<file path="src/design/tes_pkg.sv">
// tes_pkg: shared constants for the triangle element stiffness unit.
// No dependencies; used by every module of the block.
`default_nettype none
package tes_pkg;

  localparam int LAMBDA_WIDTH = 24;
  localparam logic [LAMBDA_WIDTH-1:0] LAMBDA_RESET = 24'd65536;  // 1.0 in Q8.16

  localparam int NUM_ENTRIES = 6;
  // upper-triangle entry order: k00, k01, k02, k11, k12, k22
  localparam int ROW [NUM_ENTRIES] = '{0, 0, 0, 1, 1, 2};
  localparam int COL [NUM_ENTRIES] = '{0, 1, 2, 1, 2, 2};

  localparam int USER_WIDTH = 8;
  localparam int USER_DEGEN = 0;
  localparam int USER_SAT   = 1;

endpackage
`default_nettype wire

</file>
<file path="src/design/tes_div_stage.sv">
// tes_div_stage: one restoring-division bit for all six entries.
// Depends on tes_pkg; chained by the top level into the divider pipeline.
`default_nettype none
module tes_div_stage #(
  parameter int COORD_WIDTH = 24
) (
  input  wire logic                                  clk,
  input  wire logic                                  rst,
  input  wire logic                                  in_valid,
  output logic                                       in_ready,
  input  wire logic [tes_pkg::NUM_ENTRIES-1:0][4*COORD_WIDTH+30:0] in_acc,
  input  wire logic [2*COORD_WIDTH+3:0]              in_den,
  input  wire logic [tes_pkg::NUM_ENTRIES-1:0]       in_neg,
  input  wire logic                                  in_degen,
  output logic                                       out_valid,
  input  wire logic                                  out_ready,
  output logic [tes_pkg::NUM_ENTRIES-1:0][4*COORD_WIDTH+30:0] out_acc,
  output logic [2*COORD_WIDTH+3:0]                   out_den,
  output logic [tes_pkg::NUM_ENTRIES-1:0]            out_neg,
  output logic                                       out_degen
);
  localparam int NB = 2 * COORD_WIDTH + 27;
  localparam int RB = 2 * COORD_WIDTH + 4;
  localparam int AW = RB + NB;
  localparam int NE = tes_pkg::NUM_ENTRIES;

  logic v;
  logic [NE-1:0][AW-1:0] acc_next;

  assign in_ready  = !v || out_ready;
  assign out_valid = v;

  // acc holds {remainder, unconsumed numerator bits, quotient bits}
  for (genvar k = 0; k < NE; k++) begin : g_lane
    logic [RB:0] trial;
    logic [RB:0] diff;
    logic        ge;
    assign trial = {in_acc[k][AW-1:NB], in_acc[k][NB-1]};
    assign ge    = trial >= {1'b0, in_den};
    assign diff  = trial - {1'b0, in_den};
    assign acc_next[k] = ge ? {diff[RB-1:0], in_acc[k][NB-2:0], 1'b1}
                            : {trial[RB-1:0], in_acc[k][NB-2:0], 1'b0};
  end

  always_ff @(posedge clk) begin
    if (rst) begin
      v <= 1'b0;
    end else if (in_ready) begin
      v <= in_valid;
    end
  end

  always_ff @(posedge clk) begin
    if (in_ready) begin
      out_acc   <= acc_next;
      out_den   <= in_den;
      out_neg   <= in_neg;
      out_degen <= in_degen;
    end
  end

endmodule
`default_nettype wire

</file>
<file path="config.mk">
export PLATFORM = sky130hd
export DESIGN_NAME = tes_div_stage
export DESIGN_NICKNAME = d
export VERILOG_FILES = /design/src/design/tes_pkg.sv /design/src/design/tes_div_stage.sv
export SDC_FILE = /design/constraint.sdc
export NUM_CORES = 2
export LEC_CHECK = 0
export ABC_AREA = 1
export BUFFER_PORTS_ARGS = -buffer_cell sky130_fd_sc_hd__buf_4
export CAP_MARGIN = 15
export CORE_AREA = 2 2 641 643
export CTS_CLUSTER_DIAMETER = 60
export CTS_CLUSTER_SIZE = 10
export DETAILED_ROUTE_END_ITERATION = 8
export DIE_AREA = 0 0 643 645
export GPL_TIMING_DRIVEN = 0
export PLACE_DENSITY_LB_ADDON = 0.3
export SKIP_LAST_GASP = 1
export SYNTH_ARGS = -nofsm -noshare
export SYNTH_HDL_FRONTEND = slang
export SYNTH_SLANG_ARGS = --single-unit
export TNS_END_PERCENT = 5
</file>
<file path="constraint.sdc">
create_clock -name clk -period 18.65 [get_ports clk]
set_input_delay 0.9325 -clock clk [delete_from_list [all_inputs] [get_ports clk]]
set_output_delay 0.9325 -clock clk [all_outputs]
set_load 0.005 [all_outputs]
</file>
==> results.txt <==
* Outcome: finished clean
- Hold violation total from the final report: 0
- The die covers 415,000 um2.
* Final-report setup violation count: 0
* Fin area: 82,100 um2
- In the final routed layout, each cell accounts on average for 28.3 um.
- Static Leakage: 41.7 nW
- The setup path with the least slack is of type register to primary output.
- Counting flops and latches in the post-synthesis netlist gives 822.
- After clock tree synthesis, the repair step resized 0 gates.
* Total via count after detailed routing: 58,800
* TritonCTS Sinks: 822
- Among all flip-flop cells after synthesis, the most frequent one is sky130_fd_sc_hd__edfxtp_1.
- For this run, asynchronously set or reset flops after synthesis account for 0%.
* Peak VDD IR: 49.8 uV
* Worst slack after detailed placement: 13.53 ns
- Each instance of the synthesized netlist takes up on average 7.31 um2.
- Dominant cells by area after synthesis: sky130_fd_sc_hd__edfxtp_1 (43%), sky130_fd_sc_hd__nand2_1 (20%), sky130_fd_sc_hd__inv_1 (11%)
* Detailed-placement wirelength estimate: 375 mm
* Least-Margin Pin Slew: 1.14 ns
- The multi-input combinational cells in the finished layout cover a total of 25,600 um2.
* TritonCTS Buffers: 137
- Row Count: 235
* Worst min-delay path category: input pin to register
* First-pass GRT wire length: 545 mm
- The area growth from synthesis to layout is 42.8%.
- Once placement finished, the instance area stood at 77,700 um2.
- TritonCTS built the clock tree.
- Crit-path leading delay family: buffers and inverters
- Post-route setup TNS: 0 ns
- By instance count, the cell type seen most on the critical path is sky130_fd_sc_hd__buf_16.
- Clock transition at the registers of the reported paths: 0.06 ns
- Using the TritonRoute via totals, the vias-per-cell ratio works out to 3.84.
* FF+latch area: 24,700 um2
* CP Data Arrival Time: 3.27 ns
* Number of unique standard cell types used by synthesis: 34
* Synthesis Warnings: 0
- For the worst-skew pair, the clock arrives at the later sink with an insertion delay of 0.84 ns.
- Required time at the worst-slack endpoint: 17.72 ns
* Most frequent cells after synthesis: sky130_fd_sc_hd__nand2_1 (3,045), sky130_fd_sc_hd__inv_1 (1,691), sky130_fd_sc_hd__edfxtp_1 (821)
* Initial Util: 14.1%
- CTS Hold Bufs: 0
- In this run the number of H-tree levels came out at 4.
- Entering global routing, the biggest net connects 113 pins.
- In this run the worst path has a maximum fanout of 109.
* DRC violation count after routing: 0
- Master cell of the clock root buffer: sky130_fd_sc_hd__clkbuf_16
* Type of origin of the critical path: register
- Boundary Pins: 1,648
- Number of instances in the synthesized netlist: 7,868
- Total nets after synthesis: 9,011
- Headroom to the max-slew limit: 23.7%
- The clock period could shrink to 4.20 ns.
* Number of buffers inserted to repair setup after CTS: 0
* Crit path buffers/inverters: 4
- Total core area: 408,000 um2
* Worst-case clock buffer depth: 4
* Starting DRC count in detailed routing: 5,100
- Setup repair after global routing left no endpoint under its margin.
* Netlist Area Pre-Place: 57,500 um2
- Final routed wirelength across all metal layers: 433 mm
- Fraction of post-synthesis cell area in the top cell type by area: 42.9%
- The total overflow left after global routing is 0.
* Critical Path Max Stage Delay: 0.47 ns
* Die height: 645 um
- Initial antenna violation count: 186
- The max-slew violation count is 0.
* Fraction of final layout cells sized beyond drive strength 1: 21.6%
- Derived from the worst setup path, the maximum achievable clock frequency is 238 MHz.
* Cell with the most instances after synthesis: sky130_fd_sc_hd__nand2_1
* Nets@finish: 10,800
- Measured along the x axis, the die boundary spans 643 um.
- Dividing total power by cell area gives a power density of 84.4 nW/um2.
- After synthesis, flip-flops and latches occupy 42.9% of the total area.
- # Max-Cap Violations: 0
- After filler insertion, the fill cell instance count of the layout stands at 46,500.
- Cell accounting for the most synthesized area: sky130_fd_sc_hd__edfxtp_1
- ANT nets after route: 0
* Slowest CP cell: sky130_fd_sc_hd__buf_16
* # port buffers: 1,647
- STA classifies the critical path endpoint as a primary output.
- Routability-driven placement finished with a final weighted congestion of 0.978.
- On the final layout, the worst clock skew is 0.0417 ns.
- Number of synthesized flops with an enable pin: 821
* Critical path, cell by cell: nand2_8 -> buf_16 -> buf_16 -> buf_16 -> buf_4
- In the finished design, the share of the clock period the worst path needs comes to 22.5%.
* Global routing usage summed across all routing layers: 20.0%
* Drt first pass iters: 6
- The via count of the first global-routing pass is 56,100.
- In the post-route analysis, the smallest setup slack over all paths is 14.45 ns.
where the power goes:
part | leakage (nW) | internal [mW] | switching (mW)
Combinational | 31.1 | 0.733 | 1.32
Sequential | 8.55 | 2.30 | 0.109
Clock | 2.02 | 1.45 | 1.01
cell type report:
class	count	share of cell area, %
clock inverter	60	0.681
sequential	822	30.1
buffer	84	0.750
timing repair buffer	1688	16.3
tap	5451	8.31
inverter	1761	8.05
multi-input combinational	5201	31.2
clock buffer	154	4.37
antenna	97	0.296
cell families after synthesis:
group,share of synthesized area (%)
adder cells (fa/ha/maj),7.00
XOR/XNOR,2.56
AND/OR/NAND/NOR,31.3
buffers and inverters,12.6
flip-flops,42.9
AO/OA/AOI/OAI,3.70
through the flow:
step / util [%] / std cells / hold WS, ns / total power [mW]
finish: 20.1 / 15300 / 0.269 / 6.93
global route: 20.1 / 15300 / 0.219 / 7.25
CTS: 20.1 / 15200 / 0.186 / 7.07
detailed placement: 19.0 / 15000 / 0.954 / 4.53
global placement: 18.8 / 15000 / 1.10 / 4.58
floorplan: - / 7868 / 1.00 / 3.27
metal layers:
| layer | share of wire (%) | GRT usage (%) | vias up | wire (um) |
|---|---|---|---|---|
| li1 | - | - | 28300 | - |
| met1 | 32 | 18.7 | 27400 | 139000 |
| met5 | 0.12 | 0 | - | 532 |
| met4 | 9.3 | 16.4 | 86 | 40200 |
| met3 | 6.4 | 4.82 | 766 | 27600 |
| met2 | 52 | 37.1 | 2196 | 225000 |
registers in the layout, summed over array words and instances (netlist names):
| name | flops |
|---|---|
| out_acc | 762 |
| out_degen | 1 |
| out_den | 52 |
| out_neg | 6 |
| out_valid | 1 |
cells in the final DEF (no fill, tap or decap), types with 17 or more instances in the layout:
cell and instances:
sky130_fd_sc_hd__nor2_2 36, sky130_fd_sc_hd__edfxtp_1 821, sky130_fd_sc_hd__nand3_1 331, sky130_fd_sc_hd__xor2_1 162, sky130_fd_sc_hd__clkbuf_16 141, sky130_fd_sc_hd__buf_6 32
sky130_fd_sc_hd__nand2_1 3044, sky130_fd_sc_hd__nand3b_1 90, sky130_fd_sc_hd__a21oi_1 165, sky130_fd_sc_hd__inv_1 1661, sky130_fd_sc_hd__clkbuf_1 41, sky130_fd_sc_hd__o21ai_0 26
sky130_fd_sc_hd__o21ai_1 161, sky130_fd_sc_hd__buf_16 24, sky130_fd_sc_hd__nor2_1 511, sky130_fd_sc_hd__buf_12 17, sky130_fd_sc_hd__nor3_1 47, sky130_fd_sc_hd__inv_2 99
sky130_fd_sc_hd__ha_1 312, sky130_fd_sc_hd__diode_2 97, sky130_fd_sc_hd__o21bai_1 32, sky130_fd_sc_hd__nand4_1 202, sky130_fd_sc_hd__buf_4 1663
worst paths after layout:
kind              cells past startpoint  slack (ns)        from     endpoint
hold / removal                        1        0.27  in_acc[71]  out_acc[72]
setup / recovery                      5       14.45   out_valid     in_ready
setup reg to reg                      4       16.03   out_valid  out_acc[36]
hold reg to reg                       3        0.91   out_valid    out_valid
worst reg2reg max path: cells and delay by family (launching register included):
kind / cells / cell delay [ns]
and+or+nand+nor: 1 / 0.11
DFF: 1 / 0.36
buffers and inverters: 3 / 1.64
(Power assumes the default switching activity.)
