File: config.mk
export PLATFORM = sky130hd
export DESIGN_NAME = tes_out
export DESIGN_NICKNAME = d
export VERILOG_FILES = /design/src/design/tes_pkg.sv /design/src/design/tes_out.sv
export SDC_FILE = /design/constraint.sdc
export NUM_CORES = 1
export LEC_CHECK = 0
export BUFFER_PORTS_ARGS = -buffer_cell sky130_fd_sc_hd__buf_2
export CAP_MARGIN = 20
export CORE_ASPECT_RATIO = 1.4
export CORE_MARGIN = 2
export CORE_UTILIZATION = 30
export CTS_CLUSTER_SIZE = 16
export DETAILED_ROUTE_END_ITERATION = 6
export SYNTH_ARGS = -nofsm -noshare
export SYNTH_HDL_FRONTEND = slang
export SYNTH_SLANG_ARGS = --single-unit
File: constraint.sdc
create_clock -name clk -period 9.5 [get_ports clk]
set_input_delay 1.425 -clock clk [delete_from_list [all_inputs] [get_ports clk]]
set_output_delay 1.425 -clock clk [all_outputs]
set_load 0.05 [all_outputs]
File: src/design/tes_pkg.sv
// tes_pkg: shared constants for the triangle element stiffness unit.
// No dependencies; used by every module of the block.
`default_nettype none
package tes_pkg;

  localparam int LAMBDA_WIDTH = 24;
  localparam logic [LAMBDA_WIDTH-1:0] LAMBDA_RESET = 24'd65536;  // 1.0 in Q8.16

  localparam int NUM_ENTRIES = 6;
  // upper-triangle entry order: k00, k01, k02, k11, k12, k22
  localparam int ROW [NUM_ENTRIES] = '{0, 0, 0, 1, 1, 2};
  localparam int COL [NUM_ENTRIES] = '{0, 1, 2, 1, 2, 2};

  localparam int USER_WIDTH = 8;
  localparam int USER_DEGEN = 0;
  localparam int USER_SAT   = 1;

endpackage
`default_nettype wire

File: src/design/tes_out.sv
// tes_out: sign, saturation and zero-area handling; output register.
// Depends on tes_pkg.
`default_nettype none
module tes_out #(
  parameter int COORD_WIDTH = 24,
  parameter int OUT_WIDTH   = 48
) (
  input  wire logic                                  clk,
  input  wire logic                                  rst,
  input  wire logic                                  in_valid,
  output logic                                       in_ready,
  input  wire logic [tes_pkg::NUM_ENTRIES-1:0][2*COORD_WIDTH+26:0] quo,
  input  wire logic [tes_pkg::NUM_ENTRIES-1:0]       neg,
  input  wire logic                                  degen_in,
  output logic                                       out_valid,
  input  wire logic                                  out_ready,
  output logic [tes_pkg::NUM_ENTRIES-1:0][OUT_WIDTH-1:0] entries,
  output logic                                       degen,
  output logic                                       sat
);
  localparam int NB = 2 * COORD_WIDTH + 27;
  localparam int CW = ((NB > OUT_WIDTH) ? NB : OUT_WIDTH) + 1;
  localparam int NE = tes_pkg::NUM_ENTRIES;

  logic v;
  logic [NE-1:0][OUT_WIDTH-1:0] entries_next;
  logic [NE-1:0] lane_sat;

  assign in_ready  = !v || out_ready;
  assign out_valid = v;

  for (genvar k = 0; k < NE; k++) begin : g_lane
    logic [CW-1:0] qx, lim, mag, sgn;
    assign qx  = CW'(quo[k]);
    assign lim = neg[k] ? (CW'(1) << (OUT_WIDTH - 1)) : ((CW'(1) << (OUT_WIDTH - 1)) - CW'(1));
    assign lane_sat[k] = qx > lim;
    assign mag = lane_sat[k] ? lim : qx;
    assign sgn = neg[k] ? -mag : mag;
    assign entries_next[k] = degen_in ? '0 : sgn[OUT_WIDTH-1:0];
  end

  always_ff @(posedge clk) begin
    if (rst) begin
      v <= 1'b0;
    end else if (in_ready) begin
      v <= in_valid;
    end
  end

  always_ff @(posedge clk) begin
    if (in_ready) begin
      entries <= entries_next;
      degen   <= degen_in;
      sat     <= !degen_in && (|lane_sat);
    end
  end

endmodule
`default_nettype wire
==> impl_metrics.toml, run 1 <==
[sta]
finalMaxSlewViolations = 0
timing.final.crit_share = 0.749
slew_headroom = 0.310
fmax_mhz = 140
rsz0062_at_grt = "no"
hold_viol_final = 0
finClkSkew_ns = 0.0214
worst_slack_ns = 2.38
setup_viol = 0
tightest_slew_ns = 1.03
final.min_clock_period_ns = 7.12
fin_setup_tns_ns = 0

[synth]
yosysMostFrequentCell = "nor2_1"
ys_seq_area_frac = 0.319
yosys-top-cells-count = "461 x nor2_1, 294 x ha_1, 290 x edfxtp_1"
synth.distinct_cells = 80
synth_edf_count = 290
ys_top_cells_by_area = "edfxtp_1 32%, ha_1 13%, nor2_1 6.3%"
yosysTopAreaCellShare = 0.318
ys_warn_count = 0
synth_flop_cell = "edfxtp_1"
syn_nets = 4038
syn_inst = 3283
avgSynthCellArea_sq_um = 8.33
synth.ff_latch_count = 291
async_flop_share = 0
netlist_area_sq_um = 27400
synth.largest_area_cell = "edfxtp_1"

[cts]
clock_path_buffers = 3
cts_tree = "built"
h-tree-depth = 2
clkSlewWorstSetupHoldPaths_ns = 0.06
clock_latency_ns = 0.57
post_cts_resized = 0
cts_setup_buffers = 0
cts_sinks = 291
cts_buffers = 37
hold_buffers = 0
root_buffer = "clkbuf_16"

[global_route]
antenna_found_initial = 46
grt_pass1_wl_microns = 168000
grt_use_total = 0.230
grt_max_degree = 125
first_global_vias = 27302
gr-total-overflow = 0

[power]
vdd_drop_max_mv = 0.115
leakage_nw = 13.7
p_per_area_nw_per_um2 = 130
p_total_mw = 4.37

[floorplanning]
core-area_sq_um = 90800
rows = 131
die_h_microns = 361
start_util = 0.301
fp.dieW_microns = 259
ioPinCount = 753
die_area_sq_um = 93700

[place]
post-place-ws_ns = 1.89
place.gp.congestion = 0.941
place_hpwl_microns = 86900
io_buffers = 752

[critical_path]
crit_path_start_kind = "input pin"
cp.required_ns = 9.87
startpoint = "neg[2]"
cp.arrival_ns = 7.49
ff2ff_setup_slack_ns = 6.85
path_class = "input pin to flip-flop"
rr_worst_depth = 3
worstReg2RegEnd = "entries[10]"
end_kind = "flip-flop"
critical_path.max_fanout = 74
r2r-start = "out_valid"

[hold_path]
hold_start = "rst"
min_to = "out_valid"
holdPathStages = 2
hp-class = "input pin to flip-flop"

[status]
status = "complete, but fails checks"
failed_checks = "design-rule violations"

[detailed_routing]
viasPerCell = 5.72
routed_wl_microns = 113000
drtPass1Iterations = 7
drc = 1
vias = 29627
drtAntennaViolNets = 0
wire_per_inst_microns = 21.9
initialDrtViolationCount = 2516

[layout]
drive_above_1_share = 0.231
fill_cells = 9457
nNetsFinal = 4689
area_growth_pct = 23.0

[flow_run]
cap_viol_max_count = 0
-- stage by stage --
| step | cell area (sq um) | util | instances | hold WS [ns] |
|---|---|---|---|---|
| floorplan | 27400 | - | 3283 | 1.49 |
| global placement | 32300 | 0.356 | 5092 | 1.04 |
| detailed placement | 32300 | 0.356 | 5092 | 1.05 |
| CTS | 33600 | 0.370 | 5160 | 0.946 |
| global route | 33600 | 0.370 | 5173 | 0.972 |
| finish | 33600 | 0.371 | 5176 | 0.997 |
-- how the worst max path moves through the flow --
stage	end	slack [ns]	cells past startpoint
2_1_floorplan	entries[44]	2.71	25
3_3_place_gp	entries[128]	1.97	20
3_5_place_dp	entries[134]	1.89	21
4_1_cts	entries[134]	2.49	21
5_1_grt	entries[134]	2.00	21
6_report	entries[134]	2.38	21
-- power by group --
group | internal (mW) | switching, mW
logic | 0.362 | 0.921
clock network | 0.902 | 0.619
registers | 1.53 | 0.0379
total | 2.80 | 1.58
-- worst max-delay path, cell delays in order --
cell and delay [ns]:
buf_4 0.59, buf_4 0.49, ha_1 0.32, a21o_1 0.16, a211oi_1 0.23, nor2_1 0.07, or3_1 0.37, a211oi_1 0.17
buf_4 0.19, or2_2 0.47, nor2_1 0.11, a21oi_1 0.20, ha_1 0.25, nand3b_1 0.21, nor3_2 0.57, nand2_1 0.34
nor3_1 0.44, o21ai_0 0.17, nand3_1 0.21, a31oi_1 0.11, a221oi_1 0.32
-- logic make-up (layout without fill, tap and decap cells) --
logic type / after synthesis / count (layout) / share of synthesized area
AND/OR/NAND/NOR: 1450 / 1450 / 0.261
multiplexers: 72 / 72 / 0.0270
buffers and inverters: 226 / 906 / 0.0310
other: 0 / 16 / 0
flip-flops: 291 / 291 / 0.319
AO/OA/AOI/OAI: 928 / 928 / 0.221
XOR/XNOR: 22 / 22 / 0.00704
adder cells (fa/ha/maj): 294 / 294 / 0.134
-- cell type report --
cell class	instances	area, sq um	share of cell area
clock buffers	48	1030	0.0306
repair buffers	794	4110	0.122
flip-flops and latches	291	8730	0.259
inverters	44	165	0.00491
multi-input cells	2766	17800	0.530
clock inverters	20	235	0.00699
well taps	1197	1500	0.0445
diodes	16	40.0	0.00119
-- cell usage in the layout (no fill, tap or decap), drive strengths merged, types with 14 or more instances in the layout --
cell and instances:
a211oi 69, a21o 23, a21oi 281, a221oi 45, a31oi 25, and3 19
buf 794, clkbuf 48, clkinv 15, diode 16, edfxtp 290, ha 294
inv 41, mux2 14, mux2i 58, nand2 253, nand2b 30, nand3 95
nand3b 17, nand4 70, nor2 463, nor3 220, nor4 105, o211ai 28
o21a 21, o21ai 206, o22a 92, o311ai 18, or2 23, or3 61
or4 46
-- state kept, by name (all words and copies together), names as in the netlist --
signal,cells
out_valid,1
sat,1
entries,288
degen,1
-- routing by layer --
| layer | up-vias | track usage | part of all wire |
|---|---|---|---|
| met2 | 1229 | 0.397 | 0.49 |
| met1 | 13966 | 0.281 | 0.40 |
| li1 | 14137 | - | - |
| met3 | 253 | 0.0483 | 0.076 |
| met5 | - | 0 | 0.0023 |
| met4 | 42 | 0.0841 | 0.035 |
Note: power is estimated with default switching activity, not from simulation.
==> inputs of run 2 (changes only) <==
Clock period 9.5 ns to 7.45 ns, I/O delays scaled along.
==> impl_metrics.toml, run 2 (synthesized netlist as in run 1, its figures left out) <==
[status]
status = "finished clean"

[critical_path]
startpoint = "neg[2]"
end_kind = "flip-flop"
path_buf_inv = 5
r2r-start = "out_valid"
crit_chain = "buf_4 -> buf_4 -> ha_1 -> nand4_1 -> nor3_1 -> a211oi_1 -> o22ai_1 -> a211oi_1 -> buf_4 -> or2_2 -> buf_4 -> a21oi_1 -> ha_1 -> nand3b_1 -> nor3_2 -> buf_4 -> nand2_1 -> nor3_1 -> o21ai_0 -> nand3_1 -> a31oi_1 -> a221oi_1"
timing.critical_path.mode_cell = "buf_4"
ff2ff_setup_slack_ns = 4.83
slowest_delay_ns = 0.52
slowest_stage = "nor3_1"
worstReg2RegEnd = "entries[11]"
cp.required_ns = 7.86
cp.arrival_ns = 6.86
cpLargestDelayFamily = "simple AND/OR/NAND/NOR gates"
path_class = "input pin to flip-flop"
rr_worst_depth = 3
critPathCapture = "entries[134]"
critical_path.max_fanout = 46
crit_path_start_kind = "input pin"
path_depth = 22

[global_route]
first_global_vias = 27629
gr-total-overflow = 0
grt_max_degree = 98
antenna_found_initial = 48
grt_use_total = 0.232
grt_pass1_wl_microns = 169000

[sta]
setup_viol = 0
finClkSkew_ns = 0.0280
worst_slack_ns = 1.00
tightest_slew_ns = 1.04
rsz0062_at_grt = "no"
whs_ns = 0.689
fmax_mhz = 155
finalMaxSlewViolations = 0
hold_viol_final = 0
timing.final.crit_share = 0.866
final.min_clock_period_ns = 6.45
fin_setup_tns_ns = 0
slew_headroom = 0.306

[cts]
clkSlewWorstSetupHoldPaths_ns = 0.06
cts_tree = "built"
post_cts_resized = 0
cts_setup_buffers = 0
clock_path_buffers = 3
cts_buffers = 38
root_buffer = "clkbuf_16"
h-tree-depth = 2
cts_sinks = 291
hold_buffers = 0
clock_latency_ns = 0.60

[floorplanning]
die_h_microns = 361
ioPinCount = 753
rows = 131
fp.dieW_microns = 259
die_area_sq_um = 93700
start_util = 0.301
core-area_sq_um = 90800

[layout]
utilization = 0.372
area_growth_pct = 23.5
largest-register = "entries"
largest_reg_flops = 288
design_area_sq_um = 33800
layout_common_cells = "746 x buf_2, 460 x nor2_1, 294 x ha_1"
finalNonFillerCells = 5191
final_common_cell = "buf_2"
nNetsFinal = 4704
drive_above_1_share = 0.235

[power]
leakage_nw = 13.8
vdd_drop_max_mv = 0.141
p_total_mw = 5.60
p_per_area_nw_per_um2 = 166

[flow_run]
cap_viol_max_count = 0

[place]
io_buffers = 752
dp_cells = 5106
place.gp.congestion = 0.946
place_hpwl_microns = 88200
post-place-ws_ns = 0.562
dpl_cell_area_sq_um = 32500

[detailed_routing]
routed_wl_microns = 114000
wire_per_inst_microns = 21.9
drtPass1Iterations = 6
drc = 0
vias = 29578
viasPerCell = 5.70
initialDrtViolationCount = 2617
drtAntennaViolNets = 0

[hold_path]
hp-class = "input pin to flip-flop"
holdPathStages = 2
==> run 2: routing by layer <==
layer | track usage | share of wire
met5 | 0 | 0.0025
met4 | 0.0938 | 0.041
met3 | 0.0579 | 0.085
met2 | 0.392 | 0.48
met1 | 0.279 | 0.39
==> run 2: how the worst min path moves through the flow <==
stage | endpoint | slack, ns | start
3_5_place_dp | entries[166] | 1.12 | out_valid
5_1_grt | out_valid | 0.66 | rst
6_report | out_valid | 0.69 | rst
3_3_place_gp | entries[165] | 1.12 | out_valid
4_1_cts | out_valid | 0.64 | rst
2_1_floorplan | out_valid | 1.19 | rst
==> run 2: final cells by class <==
type,instances,area [sq um]
inverters,44,165
clock inverters,26,282
well taps,1197,1500
flip-flops and latches,291,8730
diodes,16,40.0
clock buffers,43,991
multi-input cells,2766,17800
repair buffers,808,4240
fillers,9425,57000
==> run 2: power breakdown <==
group          switching (mW)  total [mW]  internal (mW)
Clock                   0.843        1.96           1.11
Sequential             0.0487        2.00           1.95
Combinational            1.17        1.64          0.467
Total                    2.07        5.60           3.53
==> inputs of run 3 (changes only) <==
Settings changed: CORE_MARGIN 2 to not set, HOLD_SLACK_MARGIN set to 0.05.
==> impl_metrics.toml, run 3 (synthesized netlist as in run 1, its figures left out) <==
[status]
status = "finished clean"

[detailed_routing]
wl_met2_microns = 54100
drc = 0
wire_per_inst_microns = 21.6
drtAntennaViolNets = 0
met3_length_microns = 9410
dr.max_layer_used = "met5"
drtPass1Iterations = 6
initialDrtViolationCount = 2112
viasPerCell = 5.67
routed_wl_microns = 112000
vias = 29352
routedLengthMet1_microns = 43700

[critical_path]
crit_chain = "buf_4 -> clkinv_1 -> ha_1 -> and3_1 -> a221o_1 -> nor3_1 -> nand4_1 -> o211ai_1 -> and2_1 -> nor2_1 -> a21oi_1 -> ha_1 -> inv_1 -> or3_1 -> or3_1 -> nor2_1 -> nand2_1 -> or3_1 -> a31o_2 -> a221oi_1"
critical_path.max_fanout = 43
slowest_delay_ns = 0.44
startpoint = "neg[0]"
path_buf_inv = 3
critPathCapture = "entries[44]"
end_kind = "flip-flop"
path_depth = 20
cp.arrival_ns = 6.55
rr_worst_depth = 2
crit_path_start_kind = "input pin"
cp.required_ns = 7.86
ff2ff_setup_slack_ns = 5.45
cpLargestDelayFamily = "simple AND/OR/NAND/NOR gates"
timing.critical_path.mode_cell = "or3_1"
path_class = "input pin to flip-flop"
worstReg2RegEnd = "entries[63]"
slowest_stage = "or3_1"
r2r-start = "out_valid"

[sta]
final.min_clock_period_ns = 6.14
timing.final.crit_share = 0.824
fin_setup_tns_ns = 0
setup_viol = 0
finClkSkew_ns = 0.0172
hold_viol_final = 0
finalMaxSlewViolations = 0
slew_headroom = 0.264
rsz0062_at_grt = "no"
tightest_slew_ns = 1.10
fmax_mhz = 163
whs_ns = 0.694

[global_route]
grt_use_total = 0.232
grt_max_degree = 178
antenna_found_initial = 52
grt_pass1_wl_microns = 168000
gr-total-overflow = 0
first_global_vias = 27595

[floorplanning]
fp.dieW_microns = 257
ioPinCount = 753
core-area_sq_um = 90100
rows = 130
die_h_microns = 359
start_util = 0.304
die_area_sq_um = 92400

[cts]
cts_setup_buffers = 0
clkSlewWorstSetupHoldPaths_ns = 0.07
post_cts_resized = 0
cts_buffers = 38
clock_latency_ns = 0.59
hold_buffers = 0
cts_tree = "built"
h-tree-depth = 2
clock_path_buffers = 3
cts_sinks = 291
root_buffer = "clkbuf_16"

[layout]
drive_above_1_share = 0.233
design_area_sq_um = 33700
area_growth_pct = 23.0
utilization = 0.373
layout_common_cells = "746 x buf_2, 460 x nor2_1, 294 x ha_1"
largest-register = "entries"
final_common_cell = "buf_2"
largest_reg_flops = 288
nNetsFinal = 4694

[place]
place.gp.congestion = 0.923
place_hpwl_microns = 85900
io_buffers = 752
dpl_cell_area_sq_um = 32400

[power]
p_total_mw = 5.49
leakage_nw = 13.8
p_per_area_nw_per_um2 = 163
vdd_drop_max_mv = 0.157

[flow_run]
cap_viol_max_count = 0

[hold_path]
hp-class = "input pin to flip-flop"
-- run 3: per-layer routing --
| layer | global-route usage | vias to the layer above |
|---|---|---|
| met2 | 0.402 | 1134 |
| li1 | - | 14166 |
| met3 | 0.0631 | 228 |
| met4 | 0.0888 | 50 |
| met5 | 0 | - |
| met1 | 0.270 | 13774 |
-- run 3: report_power, final --
group          total (mW)  leakage [nW]  internal, mW  switching [mW]
logic                1.63          10.0         0.464            1.17
clock network        1.86         0.603          1.04           0.817
registers            2.00          3.16          1.95          0.0455
total                5.49          13.8          3.46            2.03
-- run 3: cell type report --
| type | count | area [sq um] |
|---|---|---|
| multi-input cells | 2766 | 17800 |
| diodes | 19 | 47.5 |
| well taps | 1188 | 1490 |
| flip-flops and latches | 291 | 8730 |
| fillers | 9387 | 56500 |
| inverters | 44 | 165 |
| clock inverters | 25 | 226 |
| clock buffers | 42 | 987 |
| repair buffers | 798 | 4180 |
-- run 3: worst min path at each step --
stage	start	depth (start not counted)	end	slack, ns
3_5_place_dp	out_valid	2	out_valid	0.92
6_report	rst	2	out_valid	0.69
3_3_place_gp	out_valid	2	out_valid	0.90
4_1_cts	rst	2	out_valid	0.65
5_1_grt	rst	2	out_valid	0.67
2_1_floorplan	rst	1	out_valid	1.19
-- run 3: through the flow --
step	setup slack [ns]	std cells
floorplan	0.969	3283
global placement	0.977	5087
detailed placement	0.737	5087
CTS	1.41	5154
global route	0.811	5165
finish	1.31	5173
